## src/sv/balrs_pkg.sv

```systemverilog
// balrs_pkg: types and constants for the bar level attack/release smoother.
// No dependencies; imported by the controller, the datapath and the top level.
`timescale 1ns / 1ps

package balrs_pkg;

  // input command codes
  localparam logic CMD_UPDATE = 1'b0;
  localparam logic CMD_CLEAR  = 1'b1;

  // register indexes (byte address = 4 * index)
  localparam logic [1:0] REG_SENSITIVITY   = 2'd0;
  localparam logic [1:0] REG_RISE_SPEED    = 2'd1;
  localparam logic [1:0] REG_RELEASE_SPEED = 2'd2;
  localparam logic [1:0] REG_ACTIVE_BARS   = 2'd3;

  localparam logic [15:0] SENS_RESET   = 16'd256;
  localparam logic [6:0]  SPEED_RESET  = 7'd50;
  localparam logic [6:0]  ACTIVE_RESET = 7'd64;
  localparam logic [6:0]  SPEED_MIN    = 7'd1;
  localparam logic [6:0]  SPEED_MAX    = 7'd100;

  // x / 100 == (x * RECIP_MUL) >> RECIP_SHIFT for every x below 2^23
  localparam logic [23:0] RECIP_MUL   = 24'd10737419;
  localparam int          RECIP_SHIFT = 30;

  typedef enum logic [1:0] {
    ST_IDLE,
    ST_MUL,
    ST_DIV,
    ST_WRITE
  } ctrl_state_e;

  typedef struct packed {
    logic accept;
    logic mul;
    logic div;
    logic write;
  } dp_cmd_t;

  typedef struct packed {
    logic in_clear;
    logic in_bar_ok;
    logic out_free;
  } dp_status_t;

endpackage

```

## src/sv/balrs_in_if.sv

```systemverilog
// balrs_in_if: input channel, valid/ready with one sample item.
// No dependencies.
`timescale 1ns / 1ps

interface balrs_in_if;
  logic        valid;
  logic        ready;
  logic        command;
  logic [5:0]  bar_index;
  logic [15:0] sample;

  modport source (output valid, output command, output bar_index, output sample,
                  input ready);
  modport sink   (input valid, input command, input bar_index, input sample,
                  output ready);
endinterface

```

## src/sv/balrs_out_if.sv

```systemverilog
// balrs_out_if: result channel, valid/ready with one smoothed level.
// No dependencies.
`timescale 1ns / 1ps

interface balrs_out_if;
  logic        valid;
  logic        ready;
  logic [5:0]  out_bar;
  logic [15:0] level;
  logic        frame_end;

  modport source (output valid, output out_bar, output level, output frame_end,
                  input ready);
  modport sink   (input valid, input out_bar, input level, input frame_end,
                  output ready);
endinterface

```

## src/sv/balrs_ctrl.sv

```systemverilog
// balrs_ctrl: sequencing state machine for the smoother datapath.
// Depends on balrs_pkg.
`timescale 1ns / 1ps

module balrs_ctrl
  import balrs_pkg::*;
(
  input  logic       clk_i,
  input  logic       rst_ni,
  input  logic       in_valid_i,
  output logic       in_ready_o,
  input  dp_status_t status_i,
  output dp_cmd_t    cmd_o
);

  ctrl_state_e state_q, state_d;

  always_ff @(posedge clk_i or negedge rst_ni) begin
    if (!rst_ni) begin
      state_q <= ST_IDLE;
    end else begin
      state_q <= state_d;
    end
  end

  always_comb begin
    state_d    = state_q;
    cmd_o      = '0;
    in_ready_o = 1'b0;
    case (state_q)
      ST_IDLE: begin
        in_ready_o   = 1'b1;
        cmd_o.accept = in_valid_i;
        if (in_valid_i && !status_i.in_clear && status_i.in_bar_ok) begin
          state_d = ST_MUL;
        end
      end
      ST_MUL: begin
        cmd_o.mul = 1'b1;
        state_d   = ST_DIV;
      end
      ST_DIV: begin
        cmd_o.div = 1'b1;
        state_d   = ST_WRITE;
      end
      ST_WRITE: begin
        if (status_i.out_free) begin
          cmd_o.write = 1'b1;
          state_d     = ST_IDLE;
        end
      end
      default: begin
        state_d = ST_IDLE;
      end
    endcase
  end

endmodule

```

## src/sv/balrs_dp.sv

```systemverilog
// balrs_dp: level memory, valid bits, scaling and attack/release arithmetic,
// output register. Depends on balrs_pkg; driven by balrs_ctrl.
`timescale 1ns / 1ps

module balrs_dp
  import balrs_pkg::*;
#(
  parameter int MAX_BARS = 64
) (
  input  logic        clk_i,
  input  logic        rst_ni,
  input  dp_cmd_t     cmd_i,
  output dp_status_t  status_o,
  input  logic        in_command_i,
  input  logic [5:0]  in_bar_index_i,
  input  logic [15:0] in_sample_i,
  input  logic [15:0] sensitivity_i,
  input  logic [6:0]  rise_speed_i,
  input  logic [6:0]  release_speed_i,
  input  logic [6:0]  active_bars_i,
  output logic        out_valid_o,
  input  logic        out_ready_i,
  output logic [5:0]  out_bar_o,
  output logic [15:0] out_level_o,
  output logic        out_frame_end_o
);

  localparam int IDX_W = (MAX_BARS > 1) ? $clog2(MAX_BARS) : 1;

  logic [15:0] mem [MAX_BARS];
  logic [MAX_BARS-1:0] valid_q;

  logic [8:0]       in_bar_ext;
  logic [IDX_W-1:0] in_idx;
  logic [8:0]       bar_ext_q;
  logic [IDX_W-1:0] bar_idx;

  logic [5:0]  bar_q;
  logic [31:0] prod_q;
  logic [15:0] rd_q;
  logic        vld_q;
  logic [15:0] cur_q;
  logic        up_q;
  logic [22:0] dprod_q;
  logic [46:0] qprod_q;

  logic [15:0] scaled;
  logic [15:0] cur;
  logic        up;
  logic [15:0] delta;
  logic [6:0]  speed;
  logic [15:0] quot;
  logic [15:0] next_level;

  logic        out_valid_q;
  logic [5:0]  out_bar_q;
  logic [15:0] out_level_q;
  logic        out_fe_q;

  function automatic logic [6:0] clamp_speed(input logic [6:0] s);
    if (s < SPEED_MIN) begin
      return SPEED_MIN;
    end else if (s > SPEED_MAX) begin
      return SPEED_MAX;
    end
    return s;
  endfunction

  assign in_bar_ext = {3'b000, in_bar_index_i};
  assign in_idx     = in_bar_ext[IDX_W-1:0];
  assign bar_ext_q  = {3'b000, bar_q};
  assign bar_idx    = bar_ext_q[IDX_W-1:0];

  assign status_o.in_clear  = (in_command_i == CMD_CLEAR);
  assign status_o.in_bar_ok = (in_bar_ext < 9'(MAX_BARS));
  assign status_o.out_free  = !out_valid_q || out_ready_i;

  // stage math
  assign scaled = (prod_q[31:24] != 8'd0) ? 16'hFFFF : prod_q[23:8];
  assign cur    = vld_q ? rd_q : 16'd0;
  assign up     = scaled > cur;
  assign delta  = up ? (scaled - cur) : (cur - scaled);
  assign speed  = clamp_speed(up ? rise_speed_i : release_speed_i);
  assign quot   = qprod_q[RECIP_SHIFT+15:RECIP_SHIFT];
  assign next_level = up_q ? (cur_q + quot) : (cur_q - quot);

  // level memory, read at accept, written at the end of the item
  always_ff @(posedge clk_i) begin
    if (cmd_i.accept) begin
      rd_q <= mem[in_idx];
    end
    if (cmd_i.write) begin
      mem[bar_idx] <= next_level;
    end
  end

  always_ff @(posedge clk_i or negedge rst_ni) begin
    if (!rst_ni) begin
      valid_q <= '0;
    end else if (cmd_i.accept && status_o.in_clear) begin
      valid_q <= '0;
    end else if (cmd_i.write) begin
      valid_q[bar_idx] <= 1'b1;
    end
  end

  always_ff @(posedge clk_i) begin
    if (cmd_i.accept) begin
      bar_q  <= in_bar_index_i;
      prod_q <= {16'd0, in_sample_i} * {16'd0, sensitivity_i};
      vld_q  <= valid_q[in_idx];
    end
    if (cmd_i.mul) begin
      cur_q   <= cur;
      up_q    <= up;
      dprod_q <= {7'd0, delta} * {16'd0, speed};
    end
    if (cmd_i.div) begin
      qprod_q <= {24'd0, dprod_q} * {23'd0, RECIP_MUL};
    end
  end

  // output register
  always_ff @(posedge clk_i or negedge rst_ni) begin
    if (!rst_ni) begin
      out_valid_q <= 1'b0;
    end else if (cmd_i.write) begin
      out_valid_q <= 1'b1;
    end else if (out_ready_i) begin
      out_valid_q <= 1'b0;
    end
  end

  always_ff @(posedge clk_i) begin
    if (cmd_i.write) begin
      out_bar_q   <= bar_q;
      out_level_q <= next_level;
      out_fe_q    <= (({1'b0, bar_q} + 7'd1) == active_bars_i);
    end
  end

  assign out_valid_o     = out_valid_q;
  assign out_bar_o       = out_bar_q;
  assign out_level_o     = out_level_q;
  assign out_frame_end_o = out_fe_q;

endmodule

```

## src/sv/bar_level_attack_release_smoother_unit.sv

```systemverilog
// bar_level_attack_release_smoother_unit: top level with APB register file.
// Depends on balrs_pkg, balrs_in_if, balrs_out_if, balrs_ctrl, balrs_dp.
`timescale 1ns / 1ps

// Per-bar attack/release level smoother. An update item (bar, magnitude) is
// scaled by the Q8.8 sensitivity, saturated to 16 bits, and the bar's stored
// level moves toward it by gap*speed/100 (rise or release speed). One item is
// in flight at a time: an update passes through the memory read, the speed
// multiply and the divide-by-100 multiply, then waits in the write step while
// the previous result still waits at the output; its result is presented and
// the input reopens in the same cycle. A clear command or a bar at or beyond
// MAX_BARS is taken in the idle state and gives no result.
// Registers (APB, 4-byte stride): 0 sensitivity, 1 rise_speed,
// 2 release_speed, 3 active_bars; write them only while the block is idle.

module bar_level_attack_release_smoother_unit
  import balrs_pkg::*;
#(
  parameter int MAX_BARS = 64
) (
  input  logic        clk_i,
  input  logic        rst_ni,
  balrs_in_if.sink    in_if,
  balrs_out_if.source out_if,
  input  logic        psel,
  input  logic        penable,
  input  logic        pwrite,
  input  logic [3:0]  paddr,
  input  logic [31:0] pwdata,
  output logic [31:0] prdata,
  output logic        pready
);

  logic [15:0] sensitivity_q;
  logic [6:0]  rise_speed_q;
  logic [6:0]  release_speed_q;
  logic [6:0]  active_bars_q;
  logic        wr_en;
  logic [1:0]  reg_idx;

  dp_cmd_t    dp_cmd;
  dp_status_t dp_status;

  assign pready  = 1'b1;
  assign reg_idx = paddr[3:2];
  assign wr_en   = psel && penable && pwrite && pready;

  always_ff @(posedge clk_i or negedge rst_ni) begin
    if (!rst_ni) begin
      sensitivity_q   <= SENS_RESET;
      rise_speed_q    <= SPEED_RESET;
      release_speed_q <= SPEED_RESET;
      active_bars_q   <= ACTIVE_RESET;
    end else if (wr_en) begin
      case (reg_idx)
        REG_SENSITIVITY:   sensitivity_q   <= pwdata[15:0];
        REG_RISE_SPEED:    rise_speed_q    <= pwdata[6:0];
        REG_RELEASE_SPEED: release_speed_q <= pwdata[6:0];
        REG_ACTIVE_BARS:   active_bars_q   <= pwdata[6:0];
        default: ;
      endcase
    end
  end

  always_comb begin
    case (reg_idx)
      REG_SENSITIVITY:   prdata = {16'd0, sensitivity_q};
      REG_RISE_SPEED:    prdata = {25'd0, rise_speed_q};
      REG_RELEASE_SPEED: prdata = {25'd0, release_speed_q};
      REG_ACTIVE_BARS:   prdata = {25'd0, active_bars_q};
      default:           prdata = 32'd0;
    endcase
  end

  balrs_ctrl u_ctrl (
    .clk_i      (clk_i),
    .rst_ni     (rst_ni),
    .in_valid_i (in_if.valid),
    .in_ready_o (in_if.ready),
    .status_i   (dp_status),
    .cmd_o      (dp_cmd)
  );

  balrs_dp #(
    .MAX_BARS (MAX_BARS)
  ) u_dp (
    .clk_i           (clk_i),
    .rst_ni          (rst_ni),
    .cmd_i           (dp_cmd),
    .status_o        (dp_status),
    .in_command_i    (in_if.command),
    .in_bar_index_i  (in_if.bar_index),
    .in_sample_i     (in_if.sample),
    .sensitivity_i   (sensitivity_q),
    .rise_speed_i    (rise_speed_q),
    .release_speed_i (release_speed_q),
    .active_bars_i   (active_bars_q),
    .out_valid_o     (out_if.valid),
    .out_ready_i     (out_if.ready),
    .out_bar_o       (out_if.out_bar),
    .out_level_o     (out_if.level),
    .out_frame_end_o (out_if.frame_end)
  );

  // an accepted update keeps the input closed while it is worked on
  assert property (@(posedge clk_i) disable iff (!rst_ni)
    (in_if.valid && in_if.ready && in_if.command == CMD_UPDATE &&
     dp_status.in_bar_ok) |-> ##1 !in_if.ready ##1 !in_if.ready ##1 !in_if.ready)
    else $error("input reopened during an update");

  // a clear gives no result and leaves the block ready
  assert property (@(posedge clk_i) disable iff (!rst_ni)
    (in_if.valid && in_if.ready && in_if.command == CMD_CLEAR)
    |=> (in_if.ready && !$rose(out_if.valid)))
    else $error("clear produced a result or stalled");

  // a result is loaded only by the write step
  assert property (@(posedge clk_i) disable iff (!rst_ni)
    $rose(out_if.valid) |-> $past(dp_cmd.write))
    else $error("result appeared without a write step");

endmodule
```

## src/flat_wrapper.sv

```systemverilog
// flat-port wrapper written by rule: the top's interface ports become plain ports
module bar_level_attack_release_smoother_unit_flat import balrs_pkg::*;
#(
  parameter int MAX_BARS = 64
)
  (clk_i, rst_ni, psel, penable, pwrite, paddr, pwdata, prdata, pready, in_if_valid, in_if_command, in_if_bar_index, in_if_sample, in_if_ready, out_if_valid, out_if_out_bar, out_if_level, out_if_frame_end, out_if_ready);
  balrs_in_if in_if_i ();
  balrs_out_if out_if_i ();
  input  logic clk_i;
  input  logic rst_ni;
  input  logic psel;
  input  logic penable;
  input  logic pwrite;
  input  logic [3:0] paddr;
  input  logic [31:0] pwdata;
  output logic [31:0] prdata;
  output logic pready;
  input wire logic [$bits(in_if_i.valid)-1:0] in_if_valid;
  input wire logic [$bits(in_if_i.command)-1:0] in_if_command;
  input wire logic [$bits(in_if_i.bar_index)-1:0] in_if_bar_index;
  input wire logic [$bits(in_if_i.sample)-1:0] in_if_sample;
  output wire logic [$bits(in_if_i.ready)-1:0] in_if_ready;
  output wire logic [$bits(out_if_i.valid)-1:0] out_if_valid;
  output wire logic [$bits(out_if_i.out_bar)-1:0] out_if_out_bar;
  output wire logic [$bits(out_if_i.level)-1:0] out_if_level;
  output wire logic [$bits(out_if_i.frame_end)-1:0] out_if_frame_end;
  input wire logic [$bits(out_if_i.ready)-1:0] out_if_ready;
  assign in_if_i.valid = in_if_valid;
  assign in_if_i.command = in_if_command;
  assign in_if_i.bar_index = in_if_bar_index;
  assign in_if_i.sample = in_if_sample;
  assign in_if_ready = in_if_i.ready;
  assign out_if_valid = out_if_i.valid;
  assign out_if_out_bar = out_if_i.out_bar;
  assign out_if_level = out_if_i.level;
  assign out_if_frame_end = out_if_i.frame_end;
  assign out_if_i.ready = out_if_ready;
  bar_level_attack_release_smoother_unit #(.MAX_BARS(MAX_BARS)) u_core (.clk_i(clk_i), .rst_ni(rst_ni), .in_if(in_if_i), .out_if(out_if_i), .psel(psel), .penable(penable), .pwrite(pwrite), .paddr(paddr), .pwdata(pwdata), .prdata(prdata), .pready(pready));
endmodule
```

## config.mk

```make
export PLATFORM = sky130hd
export DESIGN_NAME = bar_level_attack_release_smoother_unit_flat
export DESIGN_NICKNAME = d
export VERILOG_FILES = /design/src/sv/balrs_pkg.sv /design/src/sv/balrs_in_if.sv /design/src/sv/balrs_out_if.sv /design/src/sv/balrs_ctrl.sv /design/src/sv/balrs_dp.sv /design/src/sv/bar_level_attack_release_smoother_unit.sv /design/src/flat_wrapper.sv
export SDC_FILE = /design/constraint.sdc
export NUM_CORES = 2
export LEC_CHECK = 0
export BUFFER_PORTS_ARGS = -buffer_cell sky130_fd_sc_hd__buf_2
export CELL_PAD_IN_SITES_DETAIL_PLACEMENT = 0
export CELL_PAD_IN_SITES_GLOBAL_PLACEMENT = 1
export CORE_MARGIN = 1.5
export CORE_UTILIZATION = 55
export DETAILED_ROUTE_END_ITERATION = 6
export GPL_TIMING_DRIVEN = 0
export PLACE_DENSITY = 0.81
export SLEW_MARGIN = 5
export SYNTH_ARGS = -nofsm -noshare
export SYNTH_HDL_FRONTEND = slang
export SYNTH_SLANG_ARGS = --single-unit
```

## constraint.sdc

```tcl
create_clock -name clk_i -period 10 [get_ports clk_i]
set_clock_uncertainty 0.2 [all_clocks]
set_input_delay 1 -clock clk_i [delete_from_list [all_inputs] [get_ports clk_i]]
set_output_delay 1 -clock clk_i [all_outputs]
set_load 0.005 [all_outputs]
```

* After elaboration in Yosys (flattened, before gate mapping)
Memories as Yosys holds them, arrays and structs flattened. A register that Yosys moved wholly into a read port is not among the register bits.
Index checks and enable logic that the tools add are counted.
** Operators by class
- $add $sub $neg :: 5
- Multiply operators :: 3
- Div/mod/pow operators :: 0
- Magnitude comparators :: 7
- Equal/unequal tests :: 9
- Shifts and indexed selects :: 0
- Multiplexer cells :: 30
- Bitwise operators :: 1
- Reduce and logical (&&, ||, !) cells :: 19
** Operators by type and width (count)
- 2-to-1 mux 64 bit :: 2
- one-hot mux 32 bit (4 select lines) :: 1
- 2-to-1 mux 16 bit :: 4
- OR 64 bit :: 1
- subtractor 16 bit :: 3
- multiplier 23 x 24 -> 46 bit, second input constant :: 1
- multiplier 16 x 16 -> 32 bit :: 1
- 2-to-1 mux 7 bit :: 4
- multiplier 16 x 7 -> 23 bit :: 1
- less-than comparator 6 x 7 -> 1 bit, second input constant :: 3
- adder 16 bit :: 1
- > comparator 16 bit :: 1
- 2-to-1 mux 1 bit :: 14
- AND reduction 2 bit :: 5
- == test 2 bit, second input constant :: 4
- one-hot mux 2 bit (4 select lines) :: 1
- nonzero test 8 bit :: 1
- adder 6 x 1 -> 7 bit, second input constant :: 1
- == test 7 bit :: 1
- > comparator 7 bit, second input constant :: 1
- less-than comparator 7 x 1 -> 1 bit, second input constant :: 1
- binary-select mux 1 bit (select 6 bit) :: 1
- demux 1 bit (select 6 bit) :: 1
- greater-or-equal comparator 6 x 1 -> 1 bit, second input constant :: 1
- 9 further kinds :: 19
** Word-level totals
- Flip-flop bits (word level) :: 252
- Bits in latches :: 0
- Memory bits (writable) :: 1024
- Bits in read-only memories :: 0
- Input port bits :: 66
- Output and inout bits :: 58
- Word-level logic and storage cells :: 92
- Memories :: 1
** Memories
- u_core.u_dp.mem :: depth 64, bits a word 16, rd ports 1, clocked after Yosys merged registers in 1, write ports 1, line balrs_dp.sv:30 : logic [15:0] mem [MAX_BARS];

* Depth between registers and ports, before layout
- Depth after elaboration :: 9
- Gate-level depth with buffers :: 38
- Depth with buffers taken out :: 35

* Hierarchy
A second synthesis with hierarchy kept.
** Second synthesis, totals
- Cells, all modules :: 4581
- Area, all modules :: 70605.2 um2
** Modules (own cells, without submodules)
- balrs_dp :: instances 1, cells each 4443, area an instance 68517.0 um2, seq. area each 36159.7 um2
- bar_level_attack_release_smoother_unit :: instances 1, cells each 121, area an instance 1881.8 um2, seq. area each 935.9 um2
- balrs_ctrl :: instances 1, cells each 17, area an instance 206.4 um2, seq. area each 50.0 um2

* Least setup slack after synthesis
No wires, ideal clock.
- Kind :: reg-to-reg
- From :: reg u_core.u_dp.prod_q[25]
- To :: reg u_core.u_dp.dprod_q[20], data pin
- Library setup time :: 0.263 ns
- Arrival :: 7.697 ns
- Data required time :: 9.537 ns
- Path slack :: 1.840 ns
- Cell stages (with the launch flop) :: 35
- Path buffers :: 2
- Clock period less this slack :: 8.160 ns
- Path through :: edfxtp_1 -> nor4_1 -> nand2_1 -> clkbuf_1 -> or2_2 -> ha_1 -> nand4_1 -> or3_4 -> a211oi_1 -> or3_1 -> nand2_4 -> inv_4 -> clkbuf_1 -> o211a_1 -> a31oi_1 -> xnor2_1 -> or2_2 -> fa_1 -> fa_1 -> inv_1 -> fa_1 -> inv_1 -> fa_1 -> inv_1 -> ha_1 -> inv_1 -> o21bai_1 -> a21oi_1 -> o21bai_1 -> a211oi_1 -> o211ai_1 -> nor3b_1 -> nor4b_1 -> nor2_1 -> xor2_1
** Between the ends
- Longest elaborated chain between the ends :: 9
- Elaborated cells on any way between the ends :: 14
- Classes of those cells :: 2 x add/sub; 1 x mul; 3 x order compare; 7 x mux; 1 x reduce/logical
** Ends and longest elaborated chain
- from (decl) :: line balrs_dp.sv:39 : logic [31:0] prod_q;
- from (signal assigned) :: line balrs_dp.sv:110 : prod_q <= {16'd0, in_sample_i} * {16'd0, sensitivity_i};
- nonzero test 8 bit (*) :: line balrs_dp.sv:79 : assign scaled = (prod_q[31:24] != 8'd0) ? 16'hFFFF : prod_q[23:8];
- 2-to-1 mux 16 bit (*) :: line balrs_dp.sv:79
- > comparator 16 bit (*) :: line balrs_dp.sv:81 : assign up = scaled > cur;
- named net u_core.u_dp.up :: line balrs_dp.sv:49 : logic up;
- 2-to-1 mux 7 bit :: line balrs_dp.sv:83 : assign speed = clamp_speed(up ? rise_speed_i : release_speed_i);
- > comparator 7 bit :: line balrs_dp.sv:63 : end else if (s > SPEED_MAX) begin
- 2-to-1 mux 1 bit :: line balrs_dp.sv:63
- 2-to-1 mux 1 bit :: line balrs_dp.sv:61 : if (s < SPEED_MIN) begin
- 2-to-1 mux 7 bit :: line balrs_dp.sv:66 : return s;
- multiplier 16 x 7 -> 23 bit (*) :: line balrs_dp.sv:116 : dprod_q <= {7'd0, delta} * {16'd0, speed};
- to (signal assigned) :: line balrs_dp.sv:116
- to (decl) :: line balrs_dp.sv:44 : logic [22:0] dprod_q;
The timed path passes the listed nets; every way through them passes the cells marked *.
A chain may end at the register's enable or synchronous reset.

* Worst setup path in the final report
- From :: reg u_core.u_dp.prod_q[29]
- To :: reg u_core.u_dp.dprod_q[22], data pin
** Between the ends
- Longest elaborated chain between the ends :: 9
- Elaborated cells on any way between the ends :: 14
- Classes of those cells :: 2 x add/sub; 1 x mul; 3 x order compare; 7 x mux; 1 x reduce/logical
** Ends and longest elaborated chain (line)
- nonzero test 8 bit (*) :: balrs_dp.sv:79
- 2-to-1 mux 16 bit (*) :: balrs_dp.sv:79
- > comparator 16 bit :: balrs_dp.sv:81
- 2-to-1 mux 7 bit :: balrs_dp.sv:83
- > comparator 7 bit :: balrs_dp.sv:63
- 2-to-1 mux 1 bit :: balrs_dp.sv:63
- 2-to-1 mux 1 bit :: balrs_dp.sv:61
- 2-to-1 mux 7 bit :: balrs_dp.sv:66
- multiplier 16 x 7 -> 23 bit (*) :: balrs_dp.sv:116
Mark *: on every way between the ends. The rest lies on a longest branch, timed or not.

==> results.md <==
* Largest fanout on the critical path at 10
* Yosys Warn Count at 0
* Number of antenna violations at the first check in global routing at 4
* Input/output buffers at 88
* Rows at between 100 and 150
* Height of the chip at 361.5 um
* Area fraction in compound gates after synthesis at 3.312%
* Remaining global-route overflow at 0
* DRT Wirelength at approximately 180,000 um
* Worst hold path startpoint: in_if_bar_index[3]
* Total setup buffers inserted after CTS at 0
* Clock sinks at roughly 1.3k
* Portion of the clock cycle consumed by the worst path in the final layout at a little over nine tenths
* Library cell with the largest summed area after synthesis: edfxtp_1
* Number of synthesized flops with an enable pin at ~1.2k
* Post-layout nets at slightly below 6k
* Most used standard cells in the synthesized netlist: edfxtp_1 (1,150), inv_1 (671), fa_1 (460), ha_1 (430), mux4_2 (364)
* Highest attainable clock frequency at about 110 MHz
* Setup TNS after final layout at 0 ns
* Chip Width at around 360 um
* Register clock-pin slew on the reported worst setup and hold paths at 0.07 ns
* Count of distinct cell types in the synthesized netlist at 72
* Reported max-cap violation count at 0
* Signed area change from the synthesized netlist to the final layout at 12.11%
* Yosys reg bits at 1,254
* Number of top-level pins at 124
* Asr flop ratio synth at 8.293%
* Crit path largest cell delay at 0.58 ns
* Run status: completed
* Worst flop-to-flop path startpoint: u_core.u_dp.prod_q[29]
* Average vias per placed instance at 6.027
* Launching element type of the critical path: flop
* Type of destination of the critical path: flop
* Top-area cell type share of the netlist area at 48.85%
* Routability cong. at 0.9185
* Most numerous cell in the Yosys netlist: edfxtp_1
* Main synth FF type: edfxtp_1
* Time the worst path needs with I/O delays and setup at 9.379 ns
* Post-route DRC violation count at 0
* Final setup violation count at 0
* Start-to-end type of the worst setup path: reg -> reg
* Maximum level of the CTS H-tree at 3
* Latest clock arrival within the worst-skew pair at between 0.7 and 0.8 ns
* Largest net degree at the start of global routing at between 80 and 90
* Origin of the worst setup path: u_core.u_dp.prod_q[29]
* Dominant combinational cell family by area after synthesis: adder cells
* Via count at 40.53k
* Total clock buffers created by CTS at 118
* Share of cells above drive strength 1 at 18.45%
* Buffer levels on the longest clock path at 3
* Initial standard-cell utilization of the core at 55.43%
* Detailed Route Iter0 Violations at between 4k and 5k
* Number of hold-slack violations in the final timing report at 0
* Gate count after technology mapping at 4,631
* Top post-synthesis cells by area: edfxtp_1 (49%), fa_1 (13%), mux4_2 (12%)
* Sequential cell area fraction in the yosys report at 52.55%
* Logic depth of the worst register-to-register path at 32
* Die Area at 130,700 um2
* Top cell by count, worst path: fa_1
* Worst slew margin at 12.34%
* Cells on Worst Hold Path at 1
* Path category of the worst min-delay check: in -> reg
* Count of pins over their slew limit at 0
* Remaining antenna violation count after routing at 0
* Critical path data arrival time at ~9.7 ns
* Placeable core region at 127,500 um2
* Syn_area_per_cell at 15.26 um2
* Wirelength per Cell at roughly 27 um
* Netlist Area Pre-Place at about 71,000 um2
* Cell at the root of the clock tree: clkbuf_16
* Unrepaired setup endpoints after global routing: no
* TritonCTS clock tree: done
* Synth Area in XOR/XNOR at 1.251%
* Detailed-router iteration count before antenna repair at 5
* Fraction of the mapped netlist area in simple logic gates at 5.239%
* Overall Global Routing Usage at 28.51%
* Slowest CP cell: fa_1
* Global-route wire length before repair at 272,000 um
* Synth Area in Adders at 20.64%
* Multiplexer share of the synthesized area at 12.41%
* Worst-Margin Slew at 1.315 ns
* Placed wire-length estimate at 131,900 um
* Number of global-route vias before repair at roughly 42k
* Data required time at the worst endpoint at 10.33 ns
## worst paths after layout
check | end | slack, ns
setup reg to reg | u_core.u_dp.dprod_q[22] | 0.62
max in group asynchronous | u_core.u_dp.valid_q[26] | 8.31
setup / recovery | u_core.u_dp.dprod_q[22] | 0.62
hold reg to reg | u_core.u_dp.valid_q[54] | 0.29
hold / removal | u_core.u_dp.bar_idx[3] | 0.24
min in group asynchronous | u_core.u_dp.out_valid_o | 0.51
## through the flow
step	hold slack [ns]	area, um2	util, %	setup slack (ns)	cells
after floorplan	0.2244	70740	-	1.840	4646
after global placement	0.2679	73260	57.45	0.2769	6396
after detailed placement	0.2758	75230	59.00	0.2807	6502
after CTS	0.1917	79200	62.11	0.1889	6723
after global routing	0.2068	79250	62.15	0.03997	6724
final	0.2408	79250	62.15	0.6206	6724
## logic make-up (layout without fill, tap and decap cells)
kind of cell             count (synthesis)  after routing
buffers and inverters                  845           1260
other                                    2             18
AND/OR/NAND/NOR                        780            780
AO/OA/AOI/OAI                          343            343
flip-flops                            1254           1254
XOR/XNOR                               101            101
adder cells (fa/ha/maj)                890            890
multiplexers                           416            416
## sequential cells by signal (all words and copies together), names as in the netlist, 16 cells and up
name,flops
u_core.u_dp.prod_q,24
u_core.u_dp.valid_q,64
u_core.u_dp.out_level_o,16
u_core.u_dp.mem,1024
u_core.u_dp.dprod_q,23
u_core.u_dp.cur_q,16
u_core.u_dp.qprod_q,16
u_core.sensitivity_q,16
u_core.u_dp.rd_q,16
## timing repair
item / 4_1_cts / 5_1_grt
hold buffers: 1 / 0
setup endpoints to repair: 0 / 4
gates resized for setup: 0 / 11
hold endpoints to repair: 21 / 0
## layer usage
metal  vias up  part of all wire, %  routed length (um)  GRT usage, %
li1      17240                    -                   -             -
met1     21010                   39               70600         39.00
met2      1915                   49               88480         46.10
met3       360                  8.1               14730         4.930
met4         4                  4.4                7996         10.99
met5         -                0.015                  27             0
## worst max-delay path: cells and delay by family (launching register included)
kind | cells | cell delay [ns]
AND/OR/NAND/NOR | 11 | 2.67
adder cells (fa/ha/maj) | 6 | 2.74
AO/OA/AOI/OAI | 9 | 1.97
flip-flops | 1 | 0.36
buffers and inverters | 6 | 1.22
## cell usage in the layout, fill, tap and decap left out, types with 13 or more instances in the layout
cell	synthesis	layout
nor3_1	39	38
nand3_1	27	27
ha_1	430	428
mux2_2	39	39
a211oi_1	18	17
o21ai_0	41	41
a21o_1	37	37
buf_2	4	91
clkbuf_16	0	119
buf_8	0	74
clkbuf_1	118	139
a31oi_1	21	20
xnor2_1	65	52
dfrtp_1	96	96
nor2b_1	26	26
o21a_1	84	84
xor2_1	36	32
fa_1	460	459
nand2b_1	30	30
or2_2	25	25
a21oi_1	76	76
buf_4	17	19
xnor2_2	0	13
clkinv_2	0	24
mux4_2	364	364
clkinv_1	0	16
nor2_2	0	60
edfxtp_1	1150	1150
inv_1	671	670
conb_1	2	17
nor2_1	222	162
nand2_1	232	232
buf_1	34	34
and3_1	13	13
buf_6	0	17
and2_1	121	120
## area by class of cell
cell class	instances	area, um2
sequential	1254	37150
timing repair buffer	195	2088
inverter	672	2525
antenna	1	2.502
buffer	173	721.9
fill	9269	48270
tap	1662	2079
multi-input combinational	2547	30720
clock inverter	68	772.0
clock buffer	152	3192
Power is left out: the tool's default activity adds up to more than one toggle a clock period on the data nets, which glitch-free logic cannot reach.
